**config.mk**
```make
export PLATFORM = sky130hd
export DESIGN_NAME = config_trailer_tlv_parser
export DESIGN_NICKNAME = d
export VERILOG_FILES = /design/src/rtl/ctlp_pkg.sv /design/src/rtl/config_trailer_tlv_parser.sv /design/src/rtl/ctlp_core.sv /design/src/rtl/ctlp_out_fifo.sv
export SDC_FILE = /design/constraint.sdc
export NUM_CORES = 1
export LEC_CHECK = 0
export ABC_CLOCK_PERIOD_IN_PS = 15650
export BUFFER_PORTS_ARGS = -buffer_cell sky130_fd_sc_hd__buf_2
export CORE_MARGIN = 1.5
export CORE_UTILIZATION = 50
export CTS_CLUSTER_SIZE = 20
export DETAILED_ROUTE_END_ITERATION = 8
export HOLD_SLACK_MARGIN = 0.1
export PLACE_DENSITY = 0.71
export SYNTH_ARGS = -nofsm -noshare
export SYNTH_HDL_FRONTEND = slang
export SYNTH_HIERARCHICAL = 1
export SYNTH_SLANG_ARGS = --single-unit
```
**constraint.sdc**
```tcl
create_clock -name clk_i -period 15.65 [get_ports clk_i]
set_input_delay 0.7825 -clock clk_i [delete_from_list [all_inputs] [get_ports clk_i]]
set_output_delay 0.7825 -clock clk_i [all_outputs]
set_load 0.01 [all_outputs]
```
**src/rtl/ctlp_pkg.sv**
```systemverilog
// shared types, record codes and limits for the configuration trailer tlv parser
package ctlp_pkg;

  // list and string limits
  localparam int unsigned MaxIinEntries  = 16;
  localparam int unsigned MaxPlmnEntries = 16;
  localparam int unsigned CarrierBytes   = 64;
  localparam int unsigned LongIinBytes   = 256;

  // magic at offsets 8 to 15, first character in the top byte
  localparam logic [63:0] MagicWord = 64'h4D43_4647_5F54_524C;

  // record type codes
  localparam logic [7:0] TYPE_END     = 8'h00;
  localparam logic [7:0] TYPE_OEMVER  = 8'h01;
  localparam logic [7:0] TYPE_CARRIER = 8'h03;
  localparam logic [7:0] TYPE_IIN     = 8'h04;
  localparam logic [7:0] TYPE_QCVER   = 8'h05;
  localparam logic [7:0] TYPE_PLMN    = 8'h06;
  localparam logic [7:0] TYPE_CAPAB   = 8'h07;
  localparam logic [7:0] TYPE_LONGIIN = 8'h09;

  // result kinds
  localparam logic [3:0] KIND_CARRIER_CHAR = 4'd0;
  localparam logic [3:0] KIND_CARRIER_END  = 4'd1;
  localparam logic [3:0] KIND_LONGIIN_CHAR = 4'd2;
  localparam logic [3:0] KIND_LONGIIN_END  = 4'd3;
  localparam logic [3:0] KIND_IIN_HEAD     = 4'd4;
  localparam logic [3:0] KIND_IIN          = 4'd5;
  localparam logic [3:0] KIND_PLMN_HEAD    = 4'd6;
  localparam logic [3:0] KIND_PLMN         = 4'd7;
  localparam logic [3:0] KIND_QCVER        = 4'd8;
  localparam logic [3:0] KIND_OEMVER       = 4'd9;
  localparam logic [3:0] KIND_CAPAB        = 4'd10;
  localparam logic [3:0] KIND_STATUS       = 4'd11;

  // status codes
  localparam logic [1:0] STAT_OK       = 2'd0;
  localparam logic [1:0] STAT_MALFORM  = 2'd1;
  localparam logic [1:0] STAT_OVERFLOW = 2'd2;

  typedef struct packed {
    logic [3:0]  kind;
    logic [7:0]  idx;
    logic [31:0] value;
    logic [15:0] mnc;
    logic        wild;
    logic [1:0]  status;
    logic        eor;
  } ctlp_result_t;

  // up to two results made by one byte, record result first
  typedef struct packed {
    logic         a_vld;
    ctlp_result_t a;
    logic         b_vld;
    ctlp_result_t b;
  } ctlp_push_t;

endpackage

```
**src/rtl/config_trailer_tlv_parser.sv**
```systemverilog
// top level of the configuration trailer tlv record parser
//
//   channel   dir  handshake                    payload
//   s_axis    in   s_axis_tvalid/tready         tdata: data_byte
//   m_axis    out  m_axis_tvalid/tready         tdata/tuser/tlast: one result record
//   cfg       in   cfg_we_i (no wait)           cfg_wdata_i: region_length
//
// one byte per cycle while the result queue has room: a byte is held in the input register and is
// decoded in a single pass into a four-entry result queue, so a result is offered once its byte
// has passed the input register and been written into the queue. a byte can make two results
// (record and status), the queue drains one per cycle while the receiver is ready. the input
// stalls when the queue has fewer than two free entries. reset and a register write
// both restart the parse at the magic check.
module config_trailer_tlv_parser import ctlp_pkg::*; (
  input  logic        clk_i,
  input  logic        rst_ni,
  input  logic        cfg_we_i,
  input  logic [19:0] cfg_wdata_i,     // region_length
  input  logic        s_axis_tvalid,
  output logic        s_axis_tready,
  input  logic [7:0]  s_axis_tdata,    // [7:0] data_byte
  output logic        m_axis_tvalid,
  input  logic        m_axis_tready,
  output logic [63:0] m_axis_tdata,    // [7:0] entry_index, [39:8] record_value,
                                       // [55:40] network_code, [56] wildcard_flag,
                                       // [58:57] parse_status, [63:59] zero
  output logic [3:0]  m_axis_tuser,    // [3:0] record_kind
  output logic        m_axis_tlast     // end_of_region
);

  logic         in_vld_q;
  logic [7:0]   in_byte_q;
  logic         room;
  logic         fire;
  ctlp_push_t   push;
  ctlp_result_t head;

  assign fire          = in_vld_q && room;
  assign s_axis_tready = !in_vld_q || fire;

  // input register
  always_ff @(posedge clk_i or negedge rst_ni) begin
    if (!rst_ni) begin
      in_vld_q <= 1'b0;
    end else if (s_axis_tready) begin
      in_vld_q <= s_axis_tvalid;
    end
  end

  always_ff @(posedge clk_i) begin
    if (s_axis_tvalid && s_axis_tready) begin
      in_byte_q <= s_axis_tdata;
    end
  end

  ctlp_core u_core (
    .clk_i       (clk_i),
    .rst_ni      (rst_ni),
    .cfg_we_i    (cfg_we_i),
    .cfg_wdata_i (cfg_wdata_i),
    .step_i      (fire),
    .byte_i      (in_byte_q),
    .push_o      (push)
  );

  ctlp_out_fifo u_out_fifo (
    .clk_i   (clk_i),
    .rst_ni  (rst_ni),
    .push_i  (push),
    .room_o  (room),
    .valid_o (m_axis_tvalid),
    .ready_i (m_axis_tready),
    .head_o  (head)
  );

  // result packing
  assign m_axis_tdata = {5'd0, head.status, head.wild, head.mnc, head.value, head.idx};
  assign m_axis_tuser = head.kind;
  assign m_axis_tlast = head.eor;

endmodule

```
**src/rtl/ctlp_core.sv**
```systemverilog
// per-byte parse state and the single-pass record decoder
module ctlp_core import ctlp_pkg::*; (
  input  logic        clk_i,
  input  logic        rst_ni,
  input  logic        cfg_we_i,
  input  logic [19:0] cfg_wdata_i,
  input  logic        step_i,
  input  logic [7:0]  byte_i,
  output ctlp_push_t  push_o
);

  localparam logic [1:0] PH_MAGIC = 2'd0;
  localparam logic [1:0] PH_HEAD  = 2'd1;
  localparam logic [1:0] PH_VALUE = 2'd2;
  localparam logic [1:0] PH_SKIP  = 2'd3;

  logic [19:0] region_q;
  logic [19:0] pos_q, pos_d;
  logic [1:0]  phase_q, phase_d;
  logic [7:0]  type_q, type_d;
  logic [15:0] len_q, len_d;
  logic [15:0] off_q, off_d;
  logic [31:0] acc_q, acc_d;
  logic [7:0]  cnt_q, cnt_d;
  logic [1:0]  err_q, err_d;
  ctlp_push_t  push;

  // decode one byte against the current state
  always_comb begin
    logic [20:0]  pos_inc;
    logic [20:0]  rem;
    logic [15:0]  hlen;
    logic [16:0]  off_inc;
    logic [15:0]  rel;
    logic [1:0]   k;
    logic [31:0]  acc_new;
    logic [16:0]  need;
    logic [7:0]   maxc;
    logic         failed;
    logic         is_str;
    logic         is_list;
    logic         is_carrier;
    logic [16:0]  cap;

    pos_d   = pos_q;
    phase_d = phase_q;
    type_d  = type_q;
    len_d   = len_q;
    off_d   = off_q;
    acc_d   = acc_q;
    cnt_d   = cnt_q;
    err_d   = err_q;
    push    = '0;

    pos_inc    = {1'b0, pos_q} + 21'd1;
    rem        = ({1'b0, region_q} > pos_inc) ? ({1'b0, region_q} - pos_inc) : 21'd0;
    hlen       = {byte_i, len_q[7:0]};
    off_inc    = {1'b0, off_q} + 17'd1;
    rel        = off_q - 16'd2;
    k          = rel[1:0];
    acc_new    = '0;
    failed     = 1'b0;
    is_carrier = (type_q == TYPE_CARRIER);
    is_str     = is_carrier || (type_q == TYPE_LONGIIN);
    is_list    = (type_q == TYPE_IIN) || (type_q == TYPE_PLMN);
    cap        = is_carrier ? 17'(CarrierBytes) : 17'(LongIinBytes);
    maxc       = (type_q == TYPE_IIN) ? 8'(MaxIinEntries) : 8'(MaxPlmnEntries);
    need       = {7'd0, byte_i, 2'b00} + 17'd2;

    if (step_i && region_q != '0) begin
      unique case (phase_q)
        PH_MAGIC: begin
          if (pos_q >= 20'd8 && pos_q < 20'd16 &&
              byte_i != MagicWord[{~pos_q[2:0], 3'b000} +: 8]) begin
            err_d   = STAT_MALFORM;
            phase_d = PH_SKIP;
          end else if (pos_q >= 20'd15) begin
            phase_d = PH_HEAD;
            off_d   = '0;
          end
        end
        PH_HEAD: begin
          if (off_q == 16'd0) begin
            type_d = byte_i;
            off_d  = 16'd1;
          end else if (off_q == 16'd1) begin
            len_d = {8'd0, byte_i};
            off_d = 16'd2;
          end else begin
            // header complete: check the record against region and limits
            len_d = hlen;
            off_d = '0;
            if ({5'd0, hlen} > rem) begin
              if (type_q == TYPE_END) begin
                phase_d = PH_SKIP;
              end else begin
                err_d   = STAT_MALFORM;
                phase_d = PH_SKIP;
              end
            end else if (is_str && {1'b0, hlen} >= cap) begin
              err_d   = STAT_OVERFLOW;
              phase_d = PH_SKIP;
            end else if (is_str && hlen == '0) begin
              push.a_vld = 1'b1;
              push.a.kind = is_carrier ? KIND_CARRIER_END : KIND_LONGIIN_END;
              phase_d = PH_HEAD;
            end else if (is_list && hlen < 16'd2) begin
              err_d   = STAT_MALFORM;
              phase_d = PH_SKIP;
            end else begin
              phase_d = (hlen == '0) ? PH_HEAD : PH_VALUE;
            end
          end
        end
        PH_VALUE: begin
          if (is_str) begin
            push.a_vld  = 1'b1;
            push.a.value = {24'd0, byte_i};
            if (off_inc == {1'b0, len_q}) begin
              push.a.kind = is_carrier ? KIND_CARRIER_END : KIND_LONGIIN_END;
              push.a.idx  = len_q[7:0];
            end else begin
              push.a.kind = is_carrier ? KIND_CARRIER_CHAR : KIND_LONGIIN_CHAR;
              push.a.idx  = off_q[7:0];
            end
          end else if (is_list) begin
            if (off_q == 16'd0) begin
              acc_d = {24'd0, byte_i};
            end else if (off_q == 16'd1) begin
              // list head: entry count and wildcard marker
              if (byte_i > maxc || {1'b0, len_q} < need) begin
                failed  = 1'b1;
                err_d   = STAT_OVERFLOW;
                phase_d = PH_SKIP;
              end else begin
                cnt_d       = byte_i;
                push.a_vld  = 1'b1;
                push.a.kind = (type_q == TYPE_IIN) ? KIND_IIN_HEAD : KIND_PLMN_HEAD;
                push.a.value = {24'd0, byte_i};
                push.a.wild = (acc_q == 32'd1);
              end
            end else if (rel < {6'd0, cnt_q, 2'b00}) begin
              // little-endian entry assembly
              acc_new = (k == 2'd0) ? 32'd0 : acc_q;
              acc_new = acc_new | ({24'd0, byte_i} << {k, 3'b000});
              acc_d   = acc_new;
              if (k == 2'd3) begin
                push.a_vld = 1'b1;
                push.a.idx = rel[9:2];
                if (type_q == TYPE_IIN) begin
                  push.a.kind  = KIND_IIN;
                  push.a.value = acc_new;
                end else begin
                  push.a.kind  = KIND_PLMN;
                  push.a.value = {16'd0, acc_new[15:0]};
                  push.a.mnc   = acc_new[31:16];
                end
              end
            end
          end else if ((type_q == TYPE_OEMVER || type_q == TYPE_QCVER ||
                        type_q == TYPE_CAPAB) && len_q == 16'd4) begin
            acc_new = (off_q == 16'd0) ? 32'd0 : acc_q;
            acc_new = acc_new | ({24'd0, byte_i} << {off_q[1:0], 3'b000});
            acc_d   = acc_new;
            if (off_q == 16'd3) begin
              push.a_vld   = 1'b1;
              push.a.value = acc_new;
              if (type_q == TYPE_QCVER) begin
                push.a.kind = KIND_QCVER;
              end else if (type_q == TYPE_OEMVER) begin
                push.a.kind = KIND_OEMVER;
              end else begin
                push.a.kind = KIND_CAPAB;
              end
            end
          end
          if (!failed) begin
            if (off_inc >= {1'b0, len_q}) begin
              phase_d = PH_HEAD;
              off_d   = '0;
            end else begin
              off_d = off_inc[15:0];
            end
          end
        end
        PH_SKIP: begin
        end
        default: begin
        end
      endcase

      // last byte of the region: report and restart
      if (pos_inc >= {1'b0, region_q}) begin
        push.b_vld    = 1'b1;
        push.b.kind   = KIND_STATUS;
        push.b.status = (phase_d == PH_MAGIC) ? STAT_MALFORM : err_d;
        push.b.eor    = 1'b1;
        pos_d   = '0;
        phase_d = PH_MAGIC;
        type_d  = '0;
        len_d   = '0;
        off_d   = '0;
        acc_d   = '0;
        cnt_d   = '0;
        err_d   = STAT_OK;
      end else begin
        pos_d = pos_inc[19:0];
      end
    end
  end

  assign push_o = push;

  // parse state, restarted by a register write
  always_ff @(posedge clk_i or negedge rst_ni) begin
    if (!rst_ni) begin
      region_q <= '0;
      pos_q    <= '0;
      phase_q  <= PH_MAGIC;
      type_q   <= '0;
      len_q    <= '0;
      off_q    <= '0;
      acc_q    <= '0;
      cnt_q    <= '0;
      err_q    <= STAT_OK;
    end else if (cfg_we_i) begin
      region_q <= cfg_wdata_i;
      pos_q    <= '0;
      phase_q  <= PH_MAGIC;
      type_q   <= '0;
      len_q    <= '0;
      off_q    <= '0;
      acc_q    <= '0;
      cnt_q    <= '0;
      err_q    <= STAT_OK;
    end else begin
      pos_q   <= pos_d;
      phase_q <= phase_d;
      type_q  <= type_d;
      len_q   <= len_d;
      off_q   <= off_d;
      acc_q   <= acc_d;
      cnt_q   <= cnt_d;
      err_q   <= err_d;
    end
  end

endmodule

```
**src/rtl/ctlp_out_fifo.sv**
```systemverilog
// four-entry result queue taking up to two results per cycle
module ctlp_out_fifo import ctlp_pkg::*; (
  input  logic         clk_i,
  input  logic         rst_ni,
  input  ctlp_push_t   push_i,
  output logic         room_o,
  output logic         valid_o,
  input  logic         ready_i,
  output ctlp_result_t head_o
);

  ctlp_result_t mem_q [4];
  logic [1:0]   wp_q, wp_d;
  logic [1:0]   rp_q, rp_d;
  logic [2:0]   cnt_q, cnt_d;
  logic         pop;
  logic [2:0]   n_push;

  assign valid_o = (cnt_q != 3'd0);
  assign head_o  = mem_q[rp_q];
  assign room_o  = (cnt_q <= 3'd2);
  assign pop     = valid_o && ready_i;
  assign n_push  = {2'b00, push_i.a_vld} + {2'b00, push_i.b_vld};

  // pointer and fill count update
  always_comb begin
    wp_d  = wp_q + n_push[1:0];
    rp_d  = rp_q + {1'b0, pop};
    cnt_d = cnt_q + n_push - {2'b00, pop};
  end

  always_ff @(posedge clk_i or negedge rst_ni) begin
    if (!rst_ni) begin
      wp_q  <= '0;
      rp_q  <= '0;
      cnt_q <= '0;
    end else begin
      wp_q  <= wp_d;
      rp_q  <= rp_d;
      cnt_q <= cnt_d;
    end
  end

  // storage, record result ahead of status
  always_ff @(posedge clk_i) begin
    if (push_i.a_vld) begin
      mem_q[wp_q] <= push_i.a;
    end
    if (push_i.b_vld) begin
      mem_q[push_i.a_vld ? wp_q + 2'd1 : wp_q] <= push_i.b;
    end
  end

endmodule

```
# --- After elaboration in Yosys (flattened, before gate mapping) ---
# Memory sizes are Yosys's and may differ from the RTL's.
# Index checks and enable logic that the tools add are counted.
word_totals:
  reg_bits: 140
  ramBits: 256
  in_bits: 33
  output_inout_bits: 71
  word_cells: 249
  mem_count: 1
classes:
  addsub: 11
  magnitude_cmp: 13
  n_eq_ne: 24
  shift: 3
  muxes: 140
  bitwise_logic: 3
  reduce_logical: 39
memory_table:
  columns: ["name", "depth", "width", "read_ports", "rd_ports_with_merged_regs", "write_ports", "line", "rtl"]
  rows:
  - ["u_out_fifo.mem_q", 4, 64, 1, 0, 2, "ctlp_out_fifo.sv:12", "ctlp_result_t mem_q [4];"]
ops:
  columns: ["op", "count"]
  rows:
  - ["32-bit 2-to-1 mux", 17]
  - ["16-bit 2-to-1 mux", 16]
  - ["8-bit 2-to-1 mux", 17]
  - ["62-bit 2-to-1 mux", 2]
  - ["61-bit 2-to-1 mux", 2]
  - ["2-bit 2-to-1 mux", 45]
  - ["32-bit OR", 2]
  - ["64-bit by 7-bit indexed part select with 8-bit output (first input constant)", 1]
  - ["8-bit by 5-bit << shifter with 32-bit output", 2]
  - ["20-bit 2-to-1 mux", 3]
  - ["5-bit 2-to-1 mux", 12]
  - ["57-bit 2-to-1 mux", 1]
  - ["16-bit case mux with 3 select lines", 1]
  - ["45-bit 2-to-1 mux", 1]
  - ["20-bit by 4-bit >= comparator with 1-bit output (second input constant)", 2]
  - ["17-bit 2-to-1 mux", 2]
  - ["32-bit by 1-bit == test with 1-bit output (second input constant)", 1]
  - ["8-bit by 3-bit == test with 1-bit output (second input constant)", 4]
  - ["16-bit zero test", 2]
  - ["20-bit by 1-bit adder with 21-bit output (second input constant)", 1]
  - ["21-bit by 20-bit >= comparator with 1-bit output", 1]
  - ["16-bit by 21-bit greater-than comparator with 1-bit output", 1]
  - ["20-bit by 21-bit greater-than comparator with 1-bit output", 1]
  - ["21-bit 2-to-1 mux", 1]
  - ["54 further kinds", 95]

# --- Depth between registers and ports, before layout ---
depth:
  ltp_word: 17
  ltp_mapped: 37
  mapped_depth_nobuf: 34

# --- By module ---
# The synthesis kept the hierarchy.
modules_own_cells:
  columns: ["module", "n_inst", "cells_each", "area_each_um2", "seq_area_each_um2"]
  rows:
  - ["ctlp_out_fifo", 1, 671, 12823.5, 7862.5]
  - ["ctlp_core", 1, 1447, 11303.3, 3103.0]
  - ["config_trailer_tlv_parser", 1, 19, 341.6, 265.3]

# --- Worst setup path after synthesis ---
# OpenSTA, ideal clock, no wires.
synth_timing:
  path_kind: "reg2reg"
  start: "register u_core.pos_q[0]"
  end: "memory u_out_fifo/mem_q[0][0] in the netlist's numbering, enable pin"
  setup_ps: 424
  t_arrival_ps: 7539
  slack_ps: 7688
  stages_incl_launch_ff: 35
  synth_period_minus_slack_ps: 7962
  cell_sequence: "dfrtp_1 -> ha_1 -> and3_1 -> buf_2 -> nand3_1 -> nor2_4 -> nand3_1 -> xor2_1 -> ha_1 -> buf_4 -> nand3_2 -> nor4_1 -> o211ai_1 -> a31oi_1 -> o21ai_1 -> a221oi_2 -> buf_6 -> clkbuf_1 -> nand2_1 -> ha_1 -> nand2_1 -> nor4_1 -> o21ai_0 -> a31oi_1 -> nand4b_1 -> nor4_4 -> or2_1 -> nor2_1 -> nand4_1 -> a21oi_1 -> buf_2 -> o31a_1 -> buf_4 -> buf_6 -> nand2_1"
synth_rtl:
  columns: ["item", "line", "rtl"]
  rows:
  - ["start, declared", "ctlp_core.sv:18", "logic [19:0] pos_q, pos_d;"]
  - ["start signal, assigned", "ctlp_core.sv:237", "pos_q <= pos_d;"]
  - ["end, declared", "ctlp_out_fifo.sv:12", null]

==> impl_metrics.py <==
metrics = {
    "worst_setup_path": {
        "crit_top_cell": "ha_1",
        "required_ns": 15.99,
        "worstPathMaxFanout": 50,
        "critPathMaxStageDelay_ns": 0.79,
        "crit_family": "simple AND/OR/NAND/NOR gates",
        "cp-start-kind": "flip-flop",
        "cp-end-kind": "flip-flop",
        "worst_path_max_delay_cell": "a21oi_1",
        "worst-setup-path-type": "reg -> reg",
        "path_buf_inv": 2,
        "worstPathArrival_ns": 9.07,
    },
    "logic_synthesis": {
        "yosysSeqAreaShare_pct": 45.9,
        "synth_area_um2": 24500,
        "synthTopCellsByCount": "264 x edfxtp_1, 217 x nand2_1, 211 x mux2_2, 132 x dfrtp_1, 129 x o21ai_0",
        "synthTopCellsByArea": "edfxtp_1 32%, dfrtp_1 13%, mux2_2 9.7%",
        "yosysMostFrequentCell": "edfxtp_1",
        "synth_warnings": 6,
        "ys_ff_latch": 396,
        "postSynthAreaPerCell_um2": 11.4,
        "async_flop_share_pct": 33.3,
        "synth-edff-count": 264,
        "synth_cells": 2137,
        "synth_top_area_share_pct": 32.4,
        "yosys.cell_types.count": 96,
        "synth_ff_type": "edfxtp_1",
        "yosysTopAreaCell": "edfxtp_1",
    },
    "cts": {
        "post_cts_buffers": 0,
        "root_buffer": "clkbuf_16",
        "cts_sinks": 396,
        "holdBufCountCts": 0,
        "post_cts_resized": 0,
        "clk_latency_ns": 0.59,
        "htree_levels": 2,
        "clk_pin_slew_ns": 0.07,
        "cts_tree": "done",
        "numCtsBuffers": 44,
        "clockBufferDepth": 3,
    },
    "grt": {
        "antenna_found_initial": 0,
        "grt_pass1_wl_um": 95800,
        "grt_overflow": 0,
        "grt_max_degree": 78,
        "first_global_vias": 17366,
        "use_met2_pct": 41.4,
        "top_usage_layer": "met2",
        "met1_usage_pct": 31.3,
        "track_usage_pct": 24.3,
        "grt_use_met3_pct": 3.71,
    },
    "route": {
        "wl_um": 60800,
        "ant_nets": 0,
        "viasPerCell": 6.05,
        "drt_iter0_drc": 1657,
        "avgRoutedWirePerCell_um": 21.6,
        "remaining_drc_errors": 0,
        "vias": 17042,
        "dr.pass1.iters": 8,
    },
    "outcome": {
        "run_status": "complete, no violations",
    },
    "timing": {
        "finalHoldViolations": 0,
        "whs_ns": 0.246,
        "min_period_ns": 8.72,
        "worst_pin_slew_ns": 1.33,
        "setup_ws_ns": 6.93,
        "drv_slew": 0,
        "final.setup_skew_ns": 0.0242,
        "setup_viol": 0,
        "rsz0062_at_grt": "no",
        "period_share_pct": 55.7,
        "fmax_ghz": 0.115,
        "setup_tns_ns": 0,
        "maxSlewHeadroom_pct": 11.6,
    },
    "die": {
        "start_util_pct": 50.9,
        "io-pin-count": 104,
        "dieArea_um2": 50300,
        "rows": 80,
        "die_w_um": 224,
        "core_area_um2": 48000,
        "chipHeight_um": 224,
    },
    "power_and_ir_drop": {
        "leakage_nw": 10.4,
        "p_per_area_nw_per_um2": 122,
        "peakVddDrop_uv": 92.8,
    },
    "place": {
        "port_buffers": 98,
        "place_ws_ns": 6.92,
        "dp_hpwl_um": 40000,
        "place.gp.congestion": 0.906,
    },
    "run": {
        "maxCapViolations": 0,
    },
    "min_path": {
        "hold_path.class": "in -> async",
    },
    "final_layout": {
        "nets": 2295,
        "synthToLayoutAreaGrowth_pct": 7.71,
        "diodes": 0,
        "layout-drive-gt1-share_pct": 23.1,
    },
}
## where the power goes
group          internal [mW]  switching [mW]  total [mW]
logic                  0.394           0.534       0.928
registers               1.21          0.0863        1.30
clock network          0.562           0.435       0.997
## final cells by class
| class | instances | area (µm²) |
|---|---|---|
| repair buffers | 119 | 654 |
| flip-flops and latches | 396 | 11200 |
| well taps | 615 | 769 |
| multi-input cells | 1523 | 12000 |
| fillers | 4019 | 21700 |
| clock buffers | 51 | 1150 |
| clock inverters | 30 | 240 |
| inverters | 83 | 312 |
## through the flow
step	std cells	area [µm²]	utilization, %	power, mW
3_3_place_gp	2736	25000	52.0	2.23
2_1_floorplan	2201	24700	-	1.96
6_report	2817	26400	54.9	3.22
4_1_cts	2817	26400	54.9	3.25
5_1_grt	2817	26400	54.9	3.38
3_5_place_dp	2736	25000	52.0	2.25
## metal layers
layer | vias to the layer above | routed length [µm]
li1 | 7932 | -
met4 | 0 | 2180
met2 | 579 | 29900
met3 | 125 | 3550
met1 | 8406 | 25200
met5 | - | 0
## final timing paths
kind / from / end / slack (ns) / depth (start not counted)
worst max-delay path: u_core/pos_q[0]$_DFFE_PN0P_ / u_out_fifo/mem_q[1][63]$_DFFE_PP_ / 6.93 / 31
worst min-delay path: rst_ni / u_core/len_q[0]$_DFFE_PN0P_ / 0.25 / 1
max in group asynchronous: rst_ni / u_core/acc_q[1]$_DFFE_PN0P_ / 14.17 / 2
min in group clk_i: s_axis_tdata[4] / in_byte_q[4]$_DFFE_PP_ / 0.38 / 1
worst max register to register: u_core/pos_q[0]$_DFFE_PN0P_ / u_out_fifo/mem_q[1][63]$_DFFE_PP_ / 6.93 / 31
worst min register to register: u_core/type_q[5]$_DFFE_PN0P_ / u_core/type_q[5]$_DFFE_PN0P_ / 0.48 / 2
## logic make-up (layout without fill, tap and decap cells)
group / after synthesis / after routing / synth area share [%]
muxes: 340 / 340 / 18.6
DFF: 396 / 396 / 45.9
buffers and inverters: 282 / 283 / 6.31
xor gates and xnor gates: 65 / 65 / 2.33
and+or+nand+nor: 539 / 539 / 10.9
AOI/OAI and AO/OA: 418 / 418 / 11.1
other: 2 / 66 / 0.0307
adders and majority gates: 95 / 95 / 4.92
## registers in the layout, indices dropped and copies added (netlist names), 3 cells and up
name / flops
in_byte_q: 8
u_core/acc_q: 32
u_core/cnt_q: 8
u_core/len_q: 16
u_core/off_q: 16
u_core/pos_q: 20
u_core/region_q: 20
u_core/type_q: 8
u_out_fifo/cnt_q: 3
u_out_fifo/mem_q: 256
## placed cells by master (no fill, tap or decap), types with 14 or more instances in the layout
master / count
inv_1: 81
nor3_1: 18
mux2_2: 211
clkinv_1: 14
nand2b_1: 28
ha_1: 93
mux2_1: 63
a21oi_1: 68
a22oi_1: 20
a31oi_1: 26
nor2_1: 96
nor4_1: 24
buf_2: 97
buf_4: 21
o31ai_1: 21
nand2_1: 214
nand4_1: 26
conb_1: 66
nand3_1: 42
a21boi_0: 16
dfrtp_1: 130
edfxtp_1: 264
nor2b_1: 15
and3_1: 15
clkbuf_16: 45
xor2_1: 30
o21ai_0: 128
mux4_2: 64
xnor2_1: 35
o22ai_1: 22
No activity file was read; power rests on OpenSTA's default activity.
